## src/design/hecc_pkg.sv

```systemverilog
// ----------------------------------------------------------------------------
// hecc_pkg
// Types and constants shared by the host and e-mail name checker.
// ----------------------------------------------------------------------------
package hecc_pkg;

    // Mode register codes
    localparam logic [1:0] MODE_HOST     = 2'd0;
    localparam logic [1:0] MODE_RFC822   = 2'd1;
    localparam logic [1:0] MODE_SMTPUTF8 = 2'd2;

    // Length limits
    localparam logic [8:0] SAT_COUNT = 9'd321;
    localparam logic [8:0] HOST_MIN  = 9'd2;
    localparam logic [8:0] HOST_MAX  = 9'd256;
    localparam logic [8:0] LOCAL_MAX = 9'd64;
    localparam logic [8:0] EMAIL_MAX = 9'd320;
    localparam logic [6:0] LABEL_MAX = 7'd63;
    localparam logic [6:0] LABEL_SAT = 7'd64;

    // Special characters
    localparam logic [7:0] CH_DOT        = 8'h2E;
    localparam logic [7:0] CH_HYPHEN     = 8'h2D;
    localparam logic [7:0] CH_UNDERSCORE = 8'h5F;
    localparam logic [7:0] CH_AT         = 8'h40;

    typedef struct packed {
        logic [7:0] name_byte;
        logic       is_last;
    } t_in_beat;

    typedef struct packed {
        logic       valid_res;
        logic [8:0] name_length;
    } t_out_beat;

    // Input register contents handed to the scanner
    typedef struct packed {
        logic     valid;
        t_in_beat beat;
    } t_in_stage;

    // Result handed from the scanner to the output register
    typedef struct packed {
        logic      push;
        t_out_beat beat;
    } t_res_push;

endpackage

```

## src/design/hecc_in_stage.sv

```systemverilog
// ----------------------------------------------------------------------------
// hecc_in_stage
// Input register: captures one byte beat and holds it until the scanner takes it.
// ----------------------------------------------------------------------------
module hecc_in_stage (
    input  logic                i_clk,
    input  logic                i_rst_n,
    input  logic                i_in_valid,
    output logic                o_in_ready,
    input  hecc_pkg::t_in_beat  i_in_data,
    input  logic                i_advance,
    output hecc_pkg::t_in_stage o_stage
);

    logic               r_valid;
    hecc_pkg::t_in_beat r_beat;
    logic               take;

    assign o_in_ready = !r_valid || i_advance;
    assign take       = i_in_valid && o_in_ready;

    always_ff @(posedge i_clk) begin
        if (!i_rst_n) begin
            r_valid <= 1'b0;
        end else if (take) begin
            r_valid <= 1'b1;
        end else if (i_advance) begin
            r_valid <= 1'b0;
        end
    end

    // Payload: load on accept, no reset needed
    always_ff @(posedge i_clk) begin
        if (take) begin
            r_beat <= i_in_data;
        end
    end

    assign o_stage.valid = r_valid;
    assign o_stage.beat  = r_beat;

endmodule

```

## src/design/hecc_scan.sv

```systemverilog
// ----------------------------------------------------------------------------
// hecc_scan
// Per-byte scanner: updates counters and flags, forms the verdict on the last byte.
// ----------------------------------------------------------------------------
module hecc_scan (
    input  logic                i_clk,
    input  logic                i_rst_n,
    input  logic [1:0]          i_mode,
    input  hecc_pkg::t_in_stage i_stage,
    input  logic                i_advance,
    output hecc_pkg::t_res_push o_push
);

    logic [8:0] r_byte_count;
    logic [6:0] r_label_count;
    logic [8:0] r_domain_count;
    logic [8:0] r_local_length;
    logic [7:0] r_previous_byte;
    logic       r_at_seen;
    logic       r_running_nonascii;
    logic       r_local_nonascii;
    logic       r_domain_failed;
    logic       r_nul_failed;

    // State after this byte
    logic [8:0] post_byte_count;
    logic [6:0] post_label_count;
    logic [8:0] post_domain_count;
    logic [8:0] post_local_length;
    logic [7:0] post_previous_byte;
    logic       post_at_seen;
    logic       post_running_nonascii;
    logic       post_local_nonascii;
    logic       post_domain_failed;
    logic       post_nul_failed;

    logic [7:0] c;
    logic       last;
    logic       is_email;
    logic       any_byte;
    logic       fire;
    logic       domain_ok;
    logic       verdict;

    assign c        = i_stage.beat.name_byte;
    assign last     = i_stage.beat.is_last;
    assign is_email = (i_mode == hecc_pkg::MODE_RFC822) || (i_mode == hecc_pkg::MODE_SMTPUTF8);
    assign any_byte = (i_mode == hecc_pkg::MODE_SMTPUTF8);
    assign fire     = i_stage.valid && i_advance;

    always_comb begin
        post_byte_count       = r_byte_count;
        post_label_count      = r_label_count;
        post_domain_count     = r_domain_count;
        post_local_length     = r_local_length;
        post_previous_byte    = r_previous_byte;
        post_at_seen          = r_at_seen;
        post_running_nonascii = r_running_nonascii;
        post_local_nonascii   = r_local_nonascii;
        post_domain_failed    = r_domain_failed;
        post_nul_failed       = r_nul_failed;

        if (c == 8'h00) begin
            // A trailing NUL is dropped; anywhere else it fails the name
            if (!last) begin
                post_nul_failed = 1'b1;
            end
        end else begin
            post_running_nonascii = r_running_nonascii | c[7];
            if (is_email && (c == hecc_pkg::CH_AT)) begin
                // Restart the domain part at every '@'
                post_at_seen        = 1'b1;
                post_local_length   = r_byte_count;
                post_local_nonascii = r_running_nonascii;
                post_domain_count   = '0;
                post_label_count    = '0;
                post_previous_byte  = '0;
                post_domain_failed  = 1'b0;
            end else begin
                if (c == hecc_pkg::CH_DOT) begin
                    if (((r_label_count == '0) && (r_domain_count != '0)) ||
                        (r_previous_byte == hecc_pkg::CH_HYPHEN)) begin
                        post_domain_failed = 1'b1;
                    end
                    post_label_count = '0;
                end else begin
                    if ((r_label_count == '0) && (c == hecc_pkg::CH_HYPHEN)) begin
                        post_domain_failed = 1'b1;
                    end
                    if (!any_byte && !(c inside {[8'h30:8'h39], [8'h41:8'h5A], [8'h61:8'h7A],
                                                 hecc_pkg::CH_UNDERSCORE,
                                                 hecc_pkg::CH_HYPHEN})) begin
                        post_domain_failed = 1'b1;
                    end
                    post_label_count = (r_label_count < hecc_pkg::LABEL_SAT) ?
                                       r_label_count + 7'd1 : hecc_pkg::LABEL_SAT;
                    if (post_label_count > hecc_pkg::LABEL_MAX) begin
                        post_domain_failed = 1'b1;
                    end
                end
                post_previous_byte = c;
                post_domain_count  = (r_domain_count < hecc_pkg::SAT_COUNT) ?
                                     r_domain_count + 9'd1 : hecc_pkg::SAT_COUNT;
            end
            post_byte_count = (r_byte_count < hecc_pkg::SAT_COUNT) ?
                              r_byte_count + 9'd1 : hecc_pkg::SAT_COUNT;
        end
    end

    assign domain_ok = !post_domain_failed &&
                       (post_domain_count >= hecc_pkg::HOST_MIN) &&
                       (post_domain_count <= hecc_pkg::HOST_MAX) &&
                       (post_previous_byte != hecc_pkg::CH_DOT) &&
                       (post_previous_byte != hecc_pkg::CH_HYPHEN);

    always_comb begin
        verdict = 1'b0;
        if ((post_byte_count != '0) && !post_nul_failed) begin
            case (i_mode)
                hecc_pkg::MODE_HOST: begin
                    verdict = domain_ok;
                end
                hecc_pkg::MODE_RFC822: begin
                    verdict = domain_ok && post_at_seen && !post_local_nonascii &&
                              (post_byte_count <= hecc_pkg::EMAIL_MAX) &&
                              (post_local_length <= hecc_pkg::LOCAL_MAX);
                end
                hecc_pkg::MODE_SMTPUTF8: begin
                    verdict = domain_ok && post_at_seen && post_local_nonascii &&
                              (post_byte_count <= hecc_pkg::EMAIL_MAX) &&
                              (post_local_length <= hecc_pkg::LOCAL_MAX);
                end
                default: begin
                    verdict = 1'b0;
                end
            endcase
        end
    end

    always_ff @(posedge i_clk) begin
        if (!i_rst_n || (fire && last)) begin
            r_byte_count       <= '0;
            r_label_count      <= '0;
            r_domain_count     <= '0;
            r_local_length     <= '0;
            r_previous_byte    <= '0;
            r_at_seen          <= 1'b0;
            r_running_nonascii <= 1'b0;
            r_local_nonascii   <= 1'b0;
            r_domain_failed    <= 1'b0;
            r_nul_failed       <= 1'b0;
        end else if (fire) begin
            r_byte_count       <= post_byte_count;
            r_label_count      <= post_label_count;
            r_domain_count     <= post_domain_count;
            r_local_length     <= post_local_length;
            r_previous_byte    <= post_previous_byte;
            r_at_seen          <= post_at_seen;
            r_running_nonascii <= post_running_nonascii;
            r_local_nonascii   <= post_local_nonascii;
            r_domain_failed    <= post_domain_failed;
            r_nul_failed       <= post_nul_failed;
        end
    end

    assign o_push.push             = fire && last;
    assign o_push.beat.valid_res   = verdict;
    assign o_push.beat.name_length = post_byte_count;

endmodule

```

## src/design/hecc_out_stage.sv

```systemverilog
// ----------------------------------------------------------------------------
// hecc_out_stage
// Result register: holds one verdict beat until the consumer takes it.
// ----------------------------------------------------------------------------
module hecc_out_stage (
    input  logic                i_clk,
    input  logic                i_rst_n,
    input  hecc_pkg::t_res_push i_push,
    output logic                o_out_valid,
    input  logic                i_out_ready,
    output hecc_pkg::t_out_beat o_out_data
);

    logic                r_valid;
    hecc_pkg::t_out_beat r_data;

    always_ff @(posedge i_clk) begin
        if (!i_rst_n) begin
            r_valid <= 1'b0;
        end else if (i_push.push) begin
            r_valid <= 1'b1;
        end else if (i_out_ready) begin
            r_valid <= 1'b0;
        end
    end

    always_ff @(posedge i_clk) begin
        if (i_push.push) begin
            r_data <= i_push.beat;
        end
    end

    assign o_out_valid = r_valid;
    assign o_out_data  = r_data;

endmodule

```

## src/design/host_and_email_name_checker_core.sv

```systemverilog
// ----------------------------------------------------------------------------
// host_and_email_name_checker_core: host name / e-mail address checker
// Path: a last byte's beat passes the input register, then the result register, to its result beat.
// Throughput: 1 byte beat per cycle, set by the single scan stage, while no last byte waits on a full result register.
// Reset: synchronous, active low; clears the flags, counters and mode (host).
// ----------------------------------------------------------------------------
//
// A name arrives one byte per input beat; the beat with is_last set closes
// it and produces one result beat (valid_res, name_length). Three registers
// parts form the path:
//   - hecc_in_stage : input register for one byte beat
//   - hecc_scan     : per-name counters and flags, updated by short logic;
//                     the last byte forms the verdict and clears the state
//   - hecc_out_stage: result register toward the consumer
// Only a last-byte beat needs the result register, so the input side keeps
// taking ordinary bytes while a finished result waits to be taken. A last
// byte waits in the input register only while the result register is full
// and not being drained.
//
// Mode register: 0 host name, 1 rfc822 e-mail, 2 smtputf8 e-mail; the
// unused code scans like host mode and always reports invalid.
module host_and_email_name_checker_core (
    input  logic                i_clk,
    input  logic                i_rst_n,
    // byte channel
    input  logic                i_in_valid,
    output logic                o_in_ready,
    input  hecc_pkg::t_in_beat  i_in_data,
    // result channel
    output logic                o_out_valid,
    input  logic                i_out_ready,
    output hecc_pkg::t_out_beat o_out_data,
    // mode register write port
    input  logic                i_cfg_we,
    input  logic [1:0]          i_cfg_wdata
);

    logic [1:0]          r_mode;
    hecc_pkg::t_in_stage stage;
    hecc_pkg::t_res_push push;
    logic                out_blocked;
    logic                advance;

    // Mode register; the user must write it only while the block is idle (not enforced here)
    always_ff @(posedge i_clk) begin
        if (!i_rst_n) begin
            r_mode <= hecc_pkg::MODE_HOST;
        end else if (i_cfg_we) begin
            r_mode <= i_cfg_wdata;
        end
    end

    // Hold a last byte while the result register cannot take its verdict
    assign out_blocked = o_out_valid && !i_out_ready;
    assign advance     = !(stage.valid && stage.beat.is_last && out_blocked);

    hecc_in_stage u_in_stage (
        .i_clk      (i_clk),
        .i_rst_n    (i_rst_n),
        .i_in_valid (i_in_valid),
        .o_in_ready (o_in_ready),
        .i_in_data  (i_in_data),
        .i_advance  (advance),
        .o_stage    (stage)
    );

    hecc_scan u_scan (
        .i_clk     (i_clk),
        .i_rst_n   (i_rst_n),
        .i_mode    (r_mode),
        .i_stage   (stage),
        .i_advance (advance),
        .o_push    (push)
    );

    hecc_out_stage u_out_stage (
        .i_clk       (i_clk),
        .i_rst_n     (i_rst_n),
        .i_push      (push),
        .o_out_valid (o_out_valid),
        .i_out_ready (i_out_ready),
        .o_out_data  (o_out_data)
    );

endmodule

```

## config.mk

```make
export PLATFORM = sky130hd
export DESIGN_NAME = host_and_email_name_checker_core
export DESIGN_NICKNAME = d
export VERILOG_FILES = /design/src/design/hecc_pkg.sv /design/src/design/hecc_in_stage.sv /design/src/design/hecc_scan.sv /design/src/design/hecc_out_stage.sv /design/src/design/host_and_email_name_checker_core.sv
export SDC_FILE = /design/constraint.sdc
export NUM_CORES = 1
export LEC_CHECK = 0
export ABC_CLOCK_PERIOD_IN_PS = 4100
export BUFFER_PORTS_ARGS = -buffer_cell sky130_fd_sc_hd__buf_2
export CORE_MARGIN = 1
export CORE_UTILIZATION = 55
export CTS_BUF_LIST = sky130_fd_sc_hd__clkbuf_8
export CTS_CLUSTER_SIZE = 16
export DETAILED_ROUTE_END_ITERATION = 10
export MAX_ROUTING_LAYER = met4
export PLACE_DENSITY = 0.82
export SLEW_MARGIN = 20
export SYNTH_ARGS = -nofsm -noshare
export SYNTH_HDL_FRONTEND = slang
export SYNTH_SLANG_ARGS = --single-unit
```

## constraint.sdc

```tcl
create_clock -name i_clk -period 4.1 [get_ports i_clk]
set_input_delay 0 -clock i_clk [delete_from_list [all_inputs] [get_ports i_clk]]
set_output_delay 0 -clock i_clk [all_outputs]
set_load 0.03 [all_outputs]
```

### After elaboration in Yosys (flattened, before gate mapping)

Index checks and enable logic that the tools add are counted.

* register bits after elaboration: 70
* input bits: 16
* output and inout bits: 12
* word-level logic and storage cells: 122

* add/sub/neg operators: 3
* order comparisons: 14
* equality and inequality tests: 10
* muxes and demuxes: 30
* bitwise logic cells: 2
* reduce and logical (&&, ||, !) cells: 46

Operators by type and width (count)
* 2-to-1 mux 9 bit: 7
* logical AND 1 bit: 25
* equality test 8 x 6 -> 1 bit, second input constant: 3
* 2-to-1 mux 7 bit: 3
* adder 9 x 1 -> 9 bit, second input constant: 2
* less-or-equal comparator 9 bit, second input constant: 2
* < comparator 9 bit, second input constant: 2
* nonzero test 9 bit: 2
* 2-to-1 mux 1 bit: 17
* equality test 8 x 7 -> 1 bit, second input constant: 2
* >= comparator 8 x 7 -> 1 bit, second input constant: 2
* less-or-equal comparator 8 x 7 -> 1 bit, second input constant: 2
* 2-to-1 mux 8 bit: 2
* != test 8 x 6 -> 1 bit, second input constant: 2
* >= comparator 9 x 2 -> 1 bit, second input constant: 1
* less-or-equal comparator 9 x 7 -> 1 bit, second input constant: 1
* zero test 1 bit: 9
* >= comparator 8 x 6 -> 1 bit, second input constant: 1
* less-or-equal comparator 8 x 6 -> 1 bit, second input constant: 1
* zero test 8 bit: 1
* adder 7 x 1 -> 7 bit, second input constant: 1
* greater-than comparator 7 x 6 -> 1 bit, second input constant: 1
* zero test 7 bit: 1
* < comparator 7 bit, second input constant: 1
* 11 further kinds: 14

### Depth between registers and ports, before layout

* word-level depth: 20
* gate-level depth with buffers: 10
* gate-level depth less buffers: 9

### Modules after synthesis

A second synthesis with hierarchy kept.

* cells, all modules: 446
* area, all modules: 3737.3 µm²

By module, submodules not included
* hecc_scan: times used 1, cells each 411, area an instance 2979.1 µm², sequential area each 940.9 µm²
* hecc_out_stage: times used 1, cells each 13, area an instance 341.6 µm², sequential area each 320.3 µm²
* hecc_in_stage: times used 1, cells each 15, area an instance 335.3 µm², sequential area each 290.3 µm²
* host_and_email_name_checker_core: times used 1, cells each 7, area an instance 81.3 µm², sequential area each 40.0 µm²

### Worst setup path before layout

No wires, ideal clock.

* path type: reg-to-reg
* from: reg u_in_stage.r_beat (netlist bit u_in_stage.o_stage[2])
* to: reg u_out_stage.r_data (netlist bit u_out_stage.o_out_data[9]) (data pin)
* library setup time: 0.170 ns
* arrival: 2.505 ns
* required time: 3.930 ns
* setup slack: 1.425 ns
* stages on the path, launching flop included: 11
* path buffers: 3
* clock period less this slack: 2.675 ns
* path through: edfxtp_1 -> buf_6 -> or4_1 -> clkbuf_2 -> or4_1 -> buf_2 -> nor4_2 -> a211oi_1 -> a31oi_1 -> o211ai_1 -> nor4_2

* word-level cells in the longest chain between the ends: 20
* elaborated cells on any way between the ends: 60
* those cells by class: order compare: 10; eq/ne: 6; mux: 19; reduce/logical: 25

Ends and longest elaborated chain
* start: declaration: line hecc_in_stage.sv:16 `hecc_pkg::t_in_beat r_beat;`
* start signal: assignment: line hecc_in_stage.sv:35 `r_beat <= i_in_data;`
* >= comparator 8 x 6 -> 1 bit, or another cell as far along: line hecc_scan.sv:90 `if (!any_byte && !(c inside {[8'h30:8'h39], [8'h41:8'h5A], [8'h61:8'h7A],`
* logical AND 1 bit: line hecc_scan.sv:90
* nonzero test 5 bit: line hecc_scan.sv:90
* zero test 1 bit: line hecc_scan.sv:90
* logical AND 1 bit: line hecc_scan.sv:90
* 2-to-1 mux 1 bit: line hecc_scan.sv:90
* 2-to-1 mux 1 bit: line hecc_scan.sv:97 `if (post_label_count > hecc_pkg::LABEL_MAX) begin`
* 2-to-1 mux 1 bit: line hecc_scan.sv:80 `if (c == hecc_pkg::CH_DOT) begin`
* [... 3 more ...]
* logical AND 1 bit: line hecc_scan.sv:110 `assign domain_ok = !post_domain_failed &&`
* logical AND 1 bit: line hecc_scan.sv:111 `(post_domain_count >= hecc_pkg::HOST_MIN) &&`
* logical AND 1 bit: line hecc_scan.sv:112 `(post_domain_count <= hecc_pkg::HOST_MAX) &&`
* logical AND 1 bit: line hecc_scan.sv:113 `(post_previous_byte != hecc_pkg::CH_DOT) &&`
* logical AND 1 bit: line hecc_scan.sv:124, hecc_scan.sv:129
* logical AND 1 bit, on equally long branches (2 in series): line hecc_scan.sv:129, hecc_scan.sv:124
* logical AND 1 bit, on equally long branches: line hecc_scan.sv:130, hecc_scan.sv:125
* case mux 1 bit (3 select lines): line hecc_scan.sv:119 `case (i_mode)`
* end signal: assignment: line hecc_out_stage.sv:29 `r_data <= i_push.beat;`
* end: declaration: line hecc_out_stage.sv:15 `hecc_pkg::t_out_beat r_data;`

Parallel ways exist; a longest one is shown, timed or not.
A chain may end at the register's enable or synchronous reset.

==> summary.txt <==
===============================================================================================
Wire length per cell after detailed routing                                             15.6 um
Number of cells in the design after placement                                               523
Top flip-flop cell by instance count after synthesis                                    dfxtp_1
Most frequent cells in the layout                                                  nand2_1, dfxtp_1, nor2_1, a21oi_1, buf_2
Fraction of final layout cells sized beyond drive strength 1                              11.7%
Post-CTS repair timing setup buffer count                                                     0
Clk root buf                                                                           clkbuf_8
Via-to-Cell Ratio                                                                          6.08
Share of synthesized area occupied by flip-flops and latches                              44.0%
Count of flip-flops with a built-in enable after synthesis                                   19
Power per standard cell area                                                        350 nW/um^2
Share of synthesized registers carrying an async set or reset                                0%
Flop-to-flop setup slack                                                                0.82 ns
Count of non-filler cells in the finished layout                                            556
Largest vdd supply drop                                                                0.279 mV
Synth Net Count                                                                             464
Net switching share of the total power                                                    26.4%
Transition time of the tightest slew-check pin                                          1.13 ns
Setup TNS                                                                                  0 ns
Crit path capture type                                                                     flop
Layout-stage area growth over the synthesis result                                        14.6%
Period Utilization, post-route                                                            80.1%
Detailed Route Iter0 Violations                                                             226
Most common cell after layout, fill and taps aside                                      nand2_1
Depth of the worst register-to-register path                                                  7
Max-Cap Viols                                                                                 0
Run status                                                                         finished clean
Largest clock skew in the final design                                                0.0144 ns
Total internal power                                                                    1070 uW
Antenna violations before repair                                                              0
Clk Latency, worst-skew pair                                                            0.37 ns
Setup repair after global routing missed its margin                                          no
Sequential share of power                                                                 51.9%
Library cell contributing the largest single delay on the critical path                  nor4_1
Slew Limit Headroom                                                                       24.3%
DRC violation count after routing                                                             0
DIE WIDTH                                                                               83.1 um
Family with the most delay on the worst path                                       simple AND/OR/NAND/NOR gates
Wire length of the first global-routing pass                                           14600 um
Fmax                                                                                    305 MHz
Required time at the worst-slack endpoint                                               4.22 ns
Longest Clk Path Bufs                                                                         2
Setup violation total in the final timing report                                              0
Top cell by count, worst path                                                            nor4_1
Final standard cell area without fillers                                             4140 sq um
Initial Utilization                                                                       56.9%
Average cell area after synthesis                                                    8.21 sq um
Wire length after detailed routing                                                      8650 um
Number of global-route vias before repair                                                  3113
Number of synthesized register bits                                                          70
Global-route usage over all layers                                                        27.0%
Number of buffers inserted for hold repair after clock tree synthesis                        17
Worst Hold Path Cells                                                                         2
Capture point of the worst reg-to-reg path                                         u_out_stage.o_out_data[9]
Final critical-path required period                                                     3.28 ns
Sort of element at the start of the critical path                                          flop
Final antenna-violating net count                                                             0
Yosys warning count                                                                           0
H-tree Lvls                                                                                   3
Worst r2r src                                                                      u_in_stage.o_stage[2]
Final core utilization                                                                    65.2%
P_sw                                                                                     384 uW
Combinational share of power                                                               9.1%
Hold violation total from the final report                                                    0
Bufs and invs on worst path                                                                   0
Worst path max stage delay                                                              0.73 ns
CTS tree                                                                                   done
Max Transition Viols Final                                                                    0
Total chip power                                                                        1450 uW
Row count                                                                                    29
Antenna diode count                                                                           0
Placed wire-length estimate after detailed placement                                    5780 um
Combined area of all synthesized cells                                               3610 sq um
Class of the worst hold path                                                             in2reg
Number of gates given a new drive strength after cts                                          0
Crit Path Class                                                                         reg2reg
CP Cell Sequence                                                                   nor4_1 -> and2_1 -> nor4_1 -> a21o_1 -> nor4_1 -> nor4b_1 -> nor4_2
Die Span Y                                                                              83.1 um
Number of clock sinks                                                                        70
Number of primary I/O pins                                                                   28
Min-Delay Endpoint                                                                 u_in_stage.o_stage[7]
Synth cell types                                                                             53
Core area                                                                            6350 sq um
Max FO, Critical Path                                                                        18
Maximum number of pins on one net before global-route repair                                 22
Routability congestion estimate                                                           0.960
Floorplan die area                                                                   6900 sq um
CP arrival                                                                              3.40 ns
Remaining Overflow, GRT                                                                       0
Port buffer count                                                                            27
Startpoint of the lowest-slack hold path                                           i_in_data[7]
Post-synthesis instance total                                                               440
Via total after detailed routing                                                           3378
Part of the total power dissipated in the clock network                                   39.0%
Cell area after placement                                                            3770 sq um
Leak Pwr                                                                             0.00150 uW
Post-layout net count                                                                       498
First drt pass iteration count                                                                6
Num CTS Buffers                                                                               9
Clock input transition at the sequential cells of the worst setup and hold paths        0.09 ns
===============================================================================================
layer usage:
| metal | share of wire (%) | global-route usage (%) | vias to the layer above |
|---|---|---|---|
| met3 | 6.0 | 5.77 | 20 |
| met4 | 1.9 | 11.1 | 0 |
| li1 | - | - | 1648 |
| met2 | 48 | 43.5 | 140 |
| met1 | 44 | 32.9 | 1570 |
| met5 | 0 | - | - |
flip-flops by register name (all words and copies together) (netlist names), 2 cells and up:
name	flops
u_scan.r_domain_count	9
u_out_stage.o_out_data	10
u_scan.r_byte_count	9
r_mode	2
u_in_stage.o_stage	9
u_scan.r_previous_byte	8
u_scan.r_label_count	7
u_scan.r_local_length	9
cell usage after synthesis, drive strengths merged, types with 2 or more instances:
| library cell | n | area share (%) |
|---|---|---|
| nand2 | 65 | 6.8 |
| dfxtp | 51 | 28 |
| nor2 | 48 | 5.0 |
| a21oi | 42 | 5.8 |
| o21ai | 25 | 3.5 |
| clkbuf | 22 | 2.3 |
| edfxtp | 19 | 16 |
| nor3 | 15 | 2.1 |
| inv | 14 | 1.5 |
| nand3 | 14 | 1.9 |
| nor4 | 12 | 2.4 |
| a22oi | 9 | 1.9 |
| ha | 8 | 2.8 |
| a211oi | 6 | 1.2 |
| and2 | 6 | 1.0 |
| xnor2 | 6 | 1.5 |
| a31oi | 5 | 0.87 |
| buf | 5 | 0.87 |
| or3 | 5 | 0.87 |
| mux2i | 4 | 1.1 |
| nand2b | 4 | 0.69 |
| nor2b | 4 | 0.69 |
| or4 | 4 | 0.83 |
| xor2 | 4 | 0.97 |
| a21boi | 3 | 0.62 |
| a32oi | 3 | 0.73 |
| a41oi | 3 | 0.73 |
| and3 | 3 | 0.52 |
| nand4 | 3 | 0.52 |
| or2 | 3 | 0.52 |
| a21o | 2 | 0.42 |
| a31o | 2 | 0.48 |
| nor4b | 2 | 0.48 |
| o211ai | 2 | 0.42 |
| o31ai | 2 | 0.42 |
worst max-delay path by stage:
stage / slack, ns / depth (start not counted) / end / startpoint
6_report: 0.82 / 7 / u_out_stage.o_out_data[9] / u_in_stage.o_stage[2]
5_1_grt: 0.61 / 7 / u_out_stage.o_out_data[9] / u_in_stage.o_stage[7]
4_1_cts: 0.89 / 7 / u_out_stage.o_out_data[9] / u_in_stage.o_stage[2]
3_5_place_dp: 0.89 / 7 / u_out_stage.o_out_data[9] / u_in_stage.o_stage[2]
3_3_place_gp: 1.04 / 7 / u_out_stage.o_out_data[9] / u_in_stage.o_stage[2]
2_1_floorplan: 1.43 / 10 / u_out_stage.o_out_data[9] / u_in_stage.o_stage[2]
stage by stage:
stage | worst slack, ns | hold WS [ns]
floorplan | 1.43 | 0.0989
CTS | 0.888 | 0.345
finish | 0.817 | 0.345
detailed placement | 0.888 | 0.178
global route | 0.613 | 0.346
global placement | 1.04 | 0.177
cell families (layout without fill, tap and decap cells):
kind of cell | count (synthesis) | count (layout) | share of synthesized area, %
flip-flops | 70 | 70 | 44.0
adder cells (fa/ha/maj) | 8 | 8 | 2.77
XOR/XNOR | 10 | 10 | 2.42
multiplexers | 4 | 4 | 1.11
AO/OA/AOI/OAI | 113 | 113 | 19.2
AND/OR/NAND/NOR | 194 | 194 | 25.8
buffers and inverters | 41 | 80 | 4.64
layout make-up:
cell class	count	area, sq um
clock buffers	9	124
clock inverters	7	73.8
fillers	511	2210
inverters	14	52.6
multi-input cells	329	1850
flip-flops and latches	70	1590
well taps	77	96.3
repair buffers	50	350
power by group through the flow:
stage                     registers, uW  clock network [uW]  logic, uW
final                               754                 566        131
after global routing                757                 597        145
after CTS                           753                 571        129
after detailed placement            769                   0        116
after global placement              768                   0        114
after floorplan                     764                   0       84.2
No activity file was read; power rests on OpenSTA's default activity.
